<file path="config.mk">
export PLATFORM = sky130hd
export DESIGN_NAME = neighbor_cell_bucket_enumerator
export DESIGN_NICKNAME = d
export VERILOG_FILES = /design/src/rtl/ncbe_pkg.sv /design/src/rtl/neighbor_cell_bucket_enumerator.sv
export SDC_FILE = /design/constraint.sdc
export NUM_CORES = 1
export LEC_CHECK = 0
export BUFFER_PORTS_ARGS = -buffer_cell sky130_fd_sc_hd__buf_2
export CORE_MARGIN = 2
export CORE_UTILIZATION = 65
export DETAILED_ROUTE_END_ITERATION = 8
export MAX_ROUTING_LAYER = met4
export PLACE_DENSITY = 0.91
export SLEW_MARGIN = 20
export SYNTH_ARGS = -nofsm -noshare
export SYNTH_HDL_FRONTEND = slang
export SYNTH_SLANG_ARGS = --single-unit
</file>
<file path="constraint.sdc">
create_clock -name clk -period 10.6 [get_ports clk]
set_clock_uncertainty 0.05 [all_clocks]
set_input_delay 3.18 -clock clk [delete_from_list [all_inputs] [get_ports clk]]
set_output_delay 3.18 -clock clk [all_outputs]
set_load 0.005 [all_outputs]
</file>
<file path="src/rtl/ncbe_pkg.sv">
// ----------------------------------------------------------------------------
// ncbe_pkg
// Constants and helpers for the neighbour cell bucket enumerator.
// ----------------------------------------------------------------------------
package ncbe_pkg;

    localparam int HASH_BITS = 5;
    localparam int MAX_BINS  = 27;
    localparam int POS_W     = 24;
    localparam int BUCKET_W  = 15;
    localparam int AXES      = 3;

    // wrapped offsets -1 and +1 coincide only for a one-bit hash
    localparam logic [1:0] OFF_MAX = (HASH_BITS == 1) ? 2'd1 : 2'd2;

    localparam int CNT_W  = $clog2(MAX_BINS + 1);
    localparam int STEP_W = $clog2(POS_W);

    localparam logic [CNT_W-1:0]  LAST_CNT  = CNT_W'(MAX_BINS - 1);
    localparam logic [STEP_W-1:0] LAST_STEP = STEP_W'(POS_W - 1);

    typedef logic [HASH_BITS-1:0] hash_t;

    // Morton interleave, x in the lowest bit of each triple, low bits kept
    function automatic logic [BUCKET_W-1:0] interleave3(hash_t bx, hash_t by, hash_t bz);
        logic [BUCKET_W-1:0] code;
        code = '0;
        for (int i = 0; i < HASH_BITS; i++)
        begin
            if (3 * i < BUCKET_W)
            begin
                code[3 * i] = bx[i];
            end
            if (3 * i + 1 < BUCKET_W)
            begin
                code[3 * i + 1] = by[i];
            end
            if (3 * i + 2 < BUCKET_W)
            begin
                code[3 * i + 2] = bz[i];
            end
        end
        return code;
    endfunction

endpackage

</file>
<file path="src/rtl/neighbor_cell_bucket_enumerator.sv">
// ----------------------------------------------------------------------------
// neighbor_cell_bucket_enumerator
// Emits the distinct spatial-hash buckets of the 3x3x3 cells around a point.
// ----------------------------------------------------------------------------
// Division: three restoring dividers work bit-serially, one quotient bit per
//   cycle, then the buckets go out through the single output register.
// Throughput: one bucket per cycle while the sink is ready; a new position is
//   taken only in idle, after all N buckets (N = 27 here) of the last one.
// Reset: rst_n asynchronous, active low; cell_size returns to 1.0 (65536).
module neighbor_cell_bucket_enumerator
(
    input  logic        clk,
    input  logic        rst_n,

    input  logic        cfg_valid,
    output logic        cfg_ready,
    input  logic [23:0] cfg_data,      // cell_size

    input  logic        s_axis_tvalid,
    output logic        s_axis_tready,
    input  logic [71:0] s_axis_tdata,  // pos_x[23:0], pos_y[47:24], pos_z[71:48]

    output logic        m_axis_tvalid,
    input  logic        m_axis_tready,
    output logic [15:0] m_axis_tdata,  // bucket[14:0], zero[15]
    output logic        m_axis_tlast   // is_last
);

    localparam logic [1:0] ST_IDLE = 2'd0;
    localparam logic [1:0] ST_DIV  = 2'd1;
    localparam logic [1:0] ST_EMIT = 2'd2;

    localparam int PW = ncbe_pkg::POS_W;
    localparam int HB = ncbe_pkg::HASH_BITS;

    logic [1:0]                    state_reg, state_next;
    logic [ncbe_pkg::STEP_W-1:0]   step_reg, step_next;
    logic [ncbe_pkg::CNT_W-1:0]    cnt_reg, cnt_next;
    logic [1:0]                    ax_reg, ax_next, ay_reg, ay_next, az_reg, az_next;
    logic [PW-1:0]                 cell_size_reg;
    logic [PW-1:0]                 dvd_reg [ncbe_pkg::AXES];
    logic [PW-1:0]                 dvd_next [ncbe_pkg::AXES];
    logic [PW-1:0]                 rem_reg [ncbe_pkg::AXES];
    logic [PW-1:0]                 rem_next [ncbe_pkg::AXES];
    ncbe_pkg::hash_t               q_reg [ncbe_pkg::AXES];
    ncbe_pkg::hash_t               q_next [ncbe_pkg::AXES];
    logic                          ovalid_reg, ovalid_next;
    logic [ncbe_pkg::BUCKET_W-1:0] bucket_reg, bucket_next;
    logic                          last_reg, last_next;

    logic [PW-1:0]  divisor;
    logic [PW:0]    trial;
    logic           ge;
    logic           in_beat, out_free, cand_last;
    ncbe_pkg::hash_t bx, by, bz;

    assign cfg_ready     = 1'b1;
    assign s_axis_tready = (state_reg == ST_IDLE);
    assign m_axis_tvalid = ovalid_reg;
    assign m_axis_tdata  = {1'b0, bucket_reg};
    assign m_axis_tlast  = last_reg;

    assign divisor  = (cell_size_reg == '0) ? PW'(1) : cell_size_reg;
    assign in_beat  = s_axis_tvalid && s_axis_tready;
    assign out_free = !ovalid_reg || m_axis_tready;

    assign bx = q_reg[0] + HB'(ax_reg) - HB'(1);
    assign by = q_reg[1] + HB'(ay_reg) - HB'(1);
    assign bz = q_reg[2] + HB'(az_reg) - HB'(1);

    assign cand_last = ((ax_reg == ncbe_pkg::OFF_MAX) && (ay_reg == ncbe_pkg::OFF_MAX)
                        && (az_reg == ncbe_pkg::OFF_MAX)) || (cnt_reg == ncbe_pkg::LAST_CNT);

    always_comb
    begin
        state_next  = state_reg;
        step_next   = step_reg;
        cnt_next    = cnt_reg;
        ax_next     = ax_reg;
        ay_next     = ay_reg;
        az_next     = az_reg;
        ovalid_next = ovalid_reg;
        bucket_next = bucket_reg;
        last_next   = last_reg;
        trial       = '0;
        ge          = 1'b0;
        for (int a = 0; a < ncbe_pkg::AXES; a++)
        begin
            dvd_next[a] = dvd_reg[a];
            rem_next[a] = rem_reg[a];
            q_next[a]   = q_reg[a];
        end

        if (ovalid_reg && m_axis_tready)
        begin
            ovalid_next = 1'b0;
        end

        case (state_reg)
            ST_IDLE:
            begin
                if (in_beat)
                begin
                    for (int a = 0; a < ncbe_pkg::AXES; a++)
                    begin
                        dvd_next[a] = s_axis_tdata[a * PW +: PW];
                        rem_next[a] = '0;
                        q_next[a]   = '0;
                    end
                    step_next  = '0;
                    state_next = ST_DIV;
                end
            end
            ST_DIV:
            begin
                for (int a = 0; a < ncbe_pkg::AXES; a++)
                begin
                    trial       = {rem_reg[a], dvd_reg[a][PW-1]};
                    ge          = (trial >= {1'b0, divisor});
                    rem_next[a] = ge ? PW'(trial - {1'b0, divisor}) : trial[PW-1:0];
                    dvd_next[a] = dvd_reg[a] << 1;
                    q_next[a]   = (q_reg[a] << 1) | HB'(ge);
                end
                step_next = step_reg + 1'b1;
                if (step_reg == ncbe_pkg::LAST_STEP)
                begin
                    cnt_next   = '0;
                    ax_next    = '0;
                    ay_next    = '0;
                    az_next    = '0;
                    state_next = ST_EMIT;
                end
            end
            ST_EMIT:
            begin
                if (out_free)
                begin
                    ovalid_next = 1'b1;
                    bucket_next = ncbe_pkg::interleave3(bx, by, bz);
                    last_next   = cand_last;
                    cnt_next    = cnt_reg + 1'b1;
                    if (cand_last)
                    begin
                        state_next = ST_IDLE;
                    end
                    else if (az_reg != ncbe_pkg::OFF_MAX)
                    begin
                        az_next = az_reg + 1'b1;
                    end
                    else if (ay_reg != ncbe_pkg::OFF_MAX)
                    begin
                        az_next = '0;
                        ay_next = ay_reg + 1'b1;
                    end
                    else
                    begin
                        az_next = '0;
                        ay_next = '0;
                        ax_next = ax_reg + 1'b1;
                    end
                end
            end
            default:
            begin
                state_next = ST_IDLE;
            end
        endcase
    end

    always_ff @(posedge clk or negedge rst_n)
    begin
        if (!rst_n)
        begin
            state_reg     <= ST_IDLE;
            step_reg      <= '0;
            cnt_reg       <= '0;
            ax_reg        <= '0;
            ay_reg        <= '0;
            az_reg        <= '0;
            ovalid_reg    <= 1'b0;
            cell_size_reg <= PW'(65536);
        end
        else
        begin
            state_reg  <= state_next;
            step_reg   <= step_next;
            cnt_reg    <= cnt_next;
            ax_reg     <= ax_next;
            ay_reg     <= ay_next;
            az_reg     <= az_next;
            ovalid_reg <= ovalid_next;
            if (cfg_valid && cfg_ready)
            begin
                cell_size_reg <= cfg_data;
            end
        end
    end

    always_ff @(posedge clk)
    begin
        for (int a = 0; a < ncbe_pkg::AXES; a++)
        begin
            dvd_reg[a] <= dvd_next[a];
            rem_reg[a] <= rem_next[a];
            q_reg[a]   <= q_next[a];
        end
        bucket_reg <= bucket_next;
        last_reg   <= last_next;
    end

    // the x-axis remainder stays below the divisor after each divider step
    a_rem_bound: assert property (@(posedge clk) disable iff (!rst_n)
        (state_reg == ST_DIV) |=> (rem_reg[0] < divisor))
        else $error("divider remainder out of range");

    // never more buckets than the cap
    a_cnt_cap: assert property (@(posedge clk) disable iff (!rst_n)
        (state_reg == ST_EMIT) |-> (cnt_reg < ncbe_pkg::CNT_W'(ncbe_pkg::MAX_BINS)))
        else $error("bucket count past cap");

    // a last beat loaded ends the item
    a_last_idle: assert property (@(posedge clk) disable iff (!rst_n)
        (state_reg == ST_EMIT && out_free && cand_last) |=> (state_reg == ST_IDLE))
        else $error("emit did not end on last bucket");

    // the divider always hands over to emission after its full run
    a_div_end: assert property (@(posedge clk) disable iff (!rst_n)
        (state_reg == ST_DIV && step_reg == ncbe_pkg::LAST_STEP) |=>
        (state_reg == ST_EMIT && cnt_reg == '0))
        else $error("divider end not followed by emission");

endmodule

</file>
==> run_results.csv, run 1 <==
group,metric,value,unit
run_status,status,"complete, no violations",
finish,finalNetCount,1709,
synth,synth_top_cell_by_area,"edfxtp_1",
floorplanning,die_area,22030,um^2
floorplanning,initial_core_util,0.6658,
pwr,power_density,180.2,nW/um^2
synth,yosysUniqueCellTypes,77,
sta,report.final.setup_viol,0,
routing,drt-initial-drc-count,1019,
clock_tree,cts_tree,"done",
sta,holdWs,0.4573,ns
clock_tree,clock_path_buffers,3,
setup_path,cp_cell_sequence,"buf_2 > nand2b_1 > nand2_1 > inv_1 > o22ai_1 > or2_2 > nor3_1 > mux2_2",
clock_tree,htree_levels,1,
synth,synthMuxAreaShare,0.02538,
sta,slew_violations,0,
setup_path,r2r_start,"cell_size_reg[1]",
global_routing,grt_max_degree,109,
setup_path,worst_ep_arrival_time,5.28,ns
sta,tightest_slew,0.9966,ns
sta,clock.fmax,205.4,MHz
clock_tree,post_cts_resize_count,0,
setup_path,critPathMaxStageDelay,0.57,ns
setup_path,cp_slowest_cell,"inv_1",
setup_path,cp_max_fo,21,
clock_tree,hold_buffers,0,
synth,synth_nets,1614,
global_routing,antenna_found_initial,1,
placed_design,placed_cells,1748,
sta,rsz0062_at_grt,"no",
synth,synth_compound_area_frac,0.1487,
synth,ys_seq_elements,218,
synth,synth_edf_count,175,
synth,synth_area,13560,um^2
hold_path,hold_start,"dvd_reg[0][45]",
setup_path,critPathKind,"input pin to flip-flop",
clock_tree,clockRootBuffer,"clkbuf_16",
synth,synthCells,1410,
sta,min_period,4.869,ns
pwr,peakVddDrop,105.8,uV
placed_design,dp_hpwl,21.29,mm
finish,drive_gt1_frac,0.1229,
sta,final_hold_viol_count,0,
global_routing,grt_pass1_wl,50.63,mm
sta,tns,0,ns
setup_path,critical_path_required,11.01,ns
routing,wl_per_cell,17.54,um
finish,nFillCells,1346,
run,cap_violations,0,
finish,seqCellArea,6332,um^2
synth,ys_seq_area_frac,0.4670,
finish,multi_input_area,6658,um^2
sta,max-slew-margin-rel,0.3340,
synth,synth_commonest_cells,"nand2_1, edfxtp_1, nor2_1",
routing,via_count,10880,
clock_tree,post_cts_buffers,0,
synth,async_flop_share,0.1972,
setup_path,cp-startpoint,"m_axis_tready",
global_routing,grt_pass1_vias,10580,
floorplanning,rows,52,
routing,detail-route-antenna-nets,0,
clock_tree,cts_inserted_buffers,24,
routing,drc,0,
floorplanning,die_w,148.4,um
synth,ys_warn_count,0,
floorplanning,ios,121,
routing,dr.pass1.iters,5,
synth,ys.flop_type,"edfxtp_1",
global_routing,overflow,0,
placed_design,numPortBuffers,118,
synth,yosysMostFrequentCell,"nand2_1",
setup_path,critPathLaunchType,"input pin",
synth,synthAdderAreaFrac,0.09837,
synth,synth_top_family_by_area,"simple AND/OR/NAND/NOR gates",
clock_tree,clock_sinks,218,
finish,finalNonFillerCells,1793,
setup_path,setup.worst_path.end_class,"flip-flop",
placed_design,gpl.final_weighted_congestion,0.9314,
clock_tree,clkTransAtPathRegs,0.06,ns
hold_path,hold_path.class,"flip-flop to flip-flop",
synth,synthTopCellsByArea,"edfxtp_1, ha_1, nand2_1",
synth,synth_simple_gate_area_frac,0.1755,
floorplanning,die_h,148.4,um
synth,syn_avg_cell_area,9.616,um^2
sta,post-route-period-util,0.4593,
pwr,leakage,6.431,nW
synth,yosys.area_share.xor_xnor,0.04134,
clock_tree,insertion_delay,0.52,ns
finish,area.growth.synth_to_final,11.39,%
global_routing,grt_usage,0.2950,
floorplanning,core-area,20360,um^2
synth,netlist.area_leader.share,0.3876,
routing,via_per_inst,6.066,
routing,routed_wl,31.45,mm
-- placed cells by master, fill, tap and decap left out, drive strengths merged, types with 19 or more instances in the layout --
master  instances
clkbuf         28
ha             97
xnor2          45
dfrtp          42
edfxtp        175
inv            90
xor2           19
a21oi          79
nand4          20
buf           123
nand3          28
nor2          105
nand2         282
o21ai          93
mux2i          31
a21o           30
-- worst max-delay path: cells and delay by family --
family,cells,cell delay (ns)
muxes,1,0.21
and+or+nand+nor,4,0.86
AOI/OAI and AO/OA,1,0.36
buffers and inverters,2,0.67
-- metal layers --
layer | vias to the layer above | track usage | wire [um]
met5 | - | - | 0
met4 | 0 | 0.1281 | 1332
met3 | 111 | 0.04448 | 2091
met2 | 422 | 0.4806 | 15350
met1 | 5149 | 0.3706 | 12670
li1 | 5194 | - | -
-- kinds of logic (layout without fill, tap and decap cells) --
logic type,Yosys count,after routing
xor gates and xnor gates,64,64
buffers and inverters,144,256
AOI/OAI and AO/OA,311,311
muxes,34,34
other,2,3
adders and majority gates,103,103
DFF,218,218
and+or+nand+nor,534,534
-- worst paths after layout --
check                      cells past startpoint  slack, ns          endpoint
min in group asynchronous                      1       2.60        cnt_reg[3]
max in group asynchronous                      1       7.50  cell_size_reg[9]
setup reg to reg                              13       5.90    rem_reg[0][44]
setup / recovery                               8       5.73         ay_reg[0]
hold / removal                                 2       0.46    dvd_reg[0][46]
hold reg to reg                                2       0.46    dvd_reg[0][46]
-- cell type report --
class / count / share of cell area
multi-input cells: 1048 / 0.4408
repair buffers: 123 / 0.04225
well taps: 270 / 0.02237
clock inverters: 15 / 0.01027
inverters: 90 / 0.02270
diodes: 1 / 0.0001657
clock buffers: 28 / 0.04217
flip-flops and latches: 218 / 0.4193
-- power by group --
group,internal [mW],total (mW),switching [mW]
clock network,0.502,0.844,0.342
logic,0.303,0.761,0.458
registers,1.06,1.12,0.0571
total,1.86,2.72,0.856
-- metrics by stage --
stage | setup slack (ns) | cell area, um^2 | power (mW) | util
floorplan | 3.682 | 13560 | 1.679 | -
global placement | 5.269 | 14290 | 1.828 | 0.7018
detailed placement | 5.229 | 14290 | 1.870 | 0.7018
CTS | 5.742 | 15080 | 2.715 | 0.7407
global route | 5.580 | 15100 | 2.853 | 0.7416
finish | 5.731 | 15100 | 2.721 | 0.7416
Note: power is estimated with default switching activity, not from simulation.
==> inputs of run 2 (changes only) <==
CORE_UTILIZATION = 55   (was 65)
PLACE_DENSITY = 0.82   (was 0.91)
clock period = 4.17 ns   (was 10.6 ns; I/O delays follow)
==> run_results.csv, run 2 (synthesis results as in run 1) <==
group,metric,value,unit
finish,diodes,0,
setup_path,reg2reg_depth,14,
sta,final.setup.worst_slack,0.3149,ns
global_routing,grt_usage,0.2506,
routing,via_count,10780,
setup_path,setup.worst_path.end_class,"flip-flop",
finish,nFillCells,1979,
clock_tree,clkTransAtPathRegs,0.06,ns
floorplanning,rows,57,
pwr,p_int,4.780,mW
pwr,power_density,454.4,nW/um^2
global_routing,grt_max_degree,88,
sta,min_period,3.855,ns
routing,detail-route-antenna-nets,0,
sta,report.final.setup_viol,0,
clock_tree,hold_buffers,0,
floorplanning,core-area,24250,um^2
pwr,pwr-share-clk,0.312,
finish,finalNetCount,1723,
clock_tree,htree_levels,1,
floorplanning,ios,121,
setup_path,critPathKind,"flip-flop to flip-flop",
routing,wl_per_cell,17.02,um
sta,final_hold_viol_count,0,
pwr,leakage,6.527,nW
routing,via_per_inst,5.788,
clock_tree,insertion_delay,0.53,ns
finish,final_cell_mix,"nand2_1, edfxtp_1, buf_2",
pwr,power.switching,2.200,mW
setup_path,critical_path_required,4.50,ns
sta,max-slew-margin-rel,0.3293,
setup_path,critPathLaunchType,"flip-flop",
sta,post-route-period-util,0.9245,
pwr,peakVddDrop,277.1,uV
routing,dr.pass1.iters,6,
routing,drt-initial-drc-count,955,
clock_tree,cts_tree,"done",
hold_path,hold_path_depth,1,
global_routing,grt_pass1_vias,10550,
routing,routed_wl,31.69,mm
placed_design,gpl.final_weighted_congestion,0.9566,
setup_path,rrSetupSlack,0.31,ns
setup_path,worst_ep_arrival_time,4.18,ns
placed_design,numPortBuffers,118,
global_routing,grt_pass1_wl,51.65,mm
floorplanning,die_h,161.0,um
hold_path,hold_path.class,"flip-flop to flip-flop",
pwr,power_frac_comb,0.283,
floorplanning,initial_core_util,0.5592,
finish,final_common_cell,"nand2_1",
sta,clock.fmax,259.4,MHz
floorplanning,die_area,25930,um^2
floorplanning,die_w,161.0,um
run_status,status,"complete, no violations",
pwr,seqPwrFrac,0.405,
sta,holdWs,0.4373,ns
run,cap_violations,0,
finish,seqCellArea,6332,um^2
finish,multi_input_area,6684,um^2
routing,drc,0,
clock_tree,cts_inserted_buffers,25,
clock_tree,clock_path_buffers,3,
placed_design,dpl_worst_slack,0.2309,ns
pwr,swShare,0.3152,
placed_design,dp_hpwl,22.11,mm
finish,drive_gt1_frac,0.1378,
setup_path,cp_max_fo,5,
clock_tree,clock_sinks,218,
clock_tree,clockRootBuffer,"clkbuf_16",
finish,area.growth.synth_to_final,13.27,%
sta,slew_violations,0,
global_routing,antenna_found_initial,0,
global_routing,overflow,0,
sta,tightest_slew,1.006,ns
## run 2: per-layer routing
metal	GRT usage	vias to the layer above	routed length, um	share of wire
met2	0.4124	361	15090	0.48
met1	0.3224	5113	13610	0.43
met3	0.03184	71	1803	0.057
met5	-	-	0	0
li1	-	5233	-	-
met4	0.08888	0	1192	0.038
## run 2: area by class of cell
type | count | share of cell area
inverter | 90 | 0.02224
multi-input combinational | 1048 | 0.4352
sequential | 218 | 0.4123
timing repair buffer | 136 | 0.05051
clock buffer | 30 | 0.04391
tap | 324 | 0.02640
clock inverter | 16 | 0.009450
## run 2: per-stage QoR
step | cell area, um^2 | util | instances | setup TNS (ns) | power, mW
3_5_place_dp | 14520 | 0.5990 | 1816 | 0 | 4.801
6_report | 15360 | 0.6334 | 1862 | 0 | 6.980
2_1_floorplan | 13570 | - | 1410 | -7.196 | 4.263
5_1_grt | 15360 | 0.6334 | 1862 | -0.008446 | 7.345
4_1_cts | 15340 | 0.6328 | 1862 | 0 | 6.994
3_3_place_gp | 14520 | 0.5990 | 1816 | 0 | 4.723
## run 2: worst paths after layout
check	startpoint	end
setup / recovery	cell_size_reg[1]	rem_reg[0][16]
hold / removal	az_reg[0]	az_reg[0]
setup reg to reg	cell_size_reg[1]	rem_reg[0][16]
hold reg to reg	az_reg[0]	az_reg[0]
max in group asynchronous	rst_n	cell_size_reg[7]
min in group asynchronous	rst_n	cnt_reg[1]
## run 2: power by group through the flow
stage	clock, mW	combinational (mW)	sequential, mW
global route	2.31	2.19	2.85
finish	2.18	1.98	2.82
global placement	0	1.87	2.85
detailed placement	0	1.94	2.86
CTS	2.21	1.96	2.82
floorplan	0	1.41	2.86
## run 2: repair_timing
action | in CTS | in global routing
setup buffers | 0 | 0
setup endpoints to repair | 0 | 1
gates resized for setup | 0 | 2
## run 2: critical path, cell delays in order (launching register included)
cell and delay (ns):
dfrtp_1 0.49, nor4_1 0.34, nand4_1 0.13, o21bai_1 0.35
ha_1 0.26, fa_1 0.22, nor2b_1 0.07, o31a_1 0.27
o31ai_1 0.21, nand3b_1 0.20, o211ai_1 0.30, a21boi_0 0.16
o21ai_0 0.15, or3b_1 0.36, a21oi_1 0.16
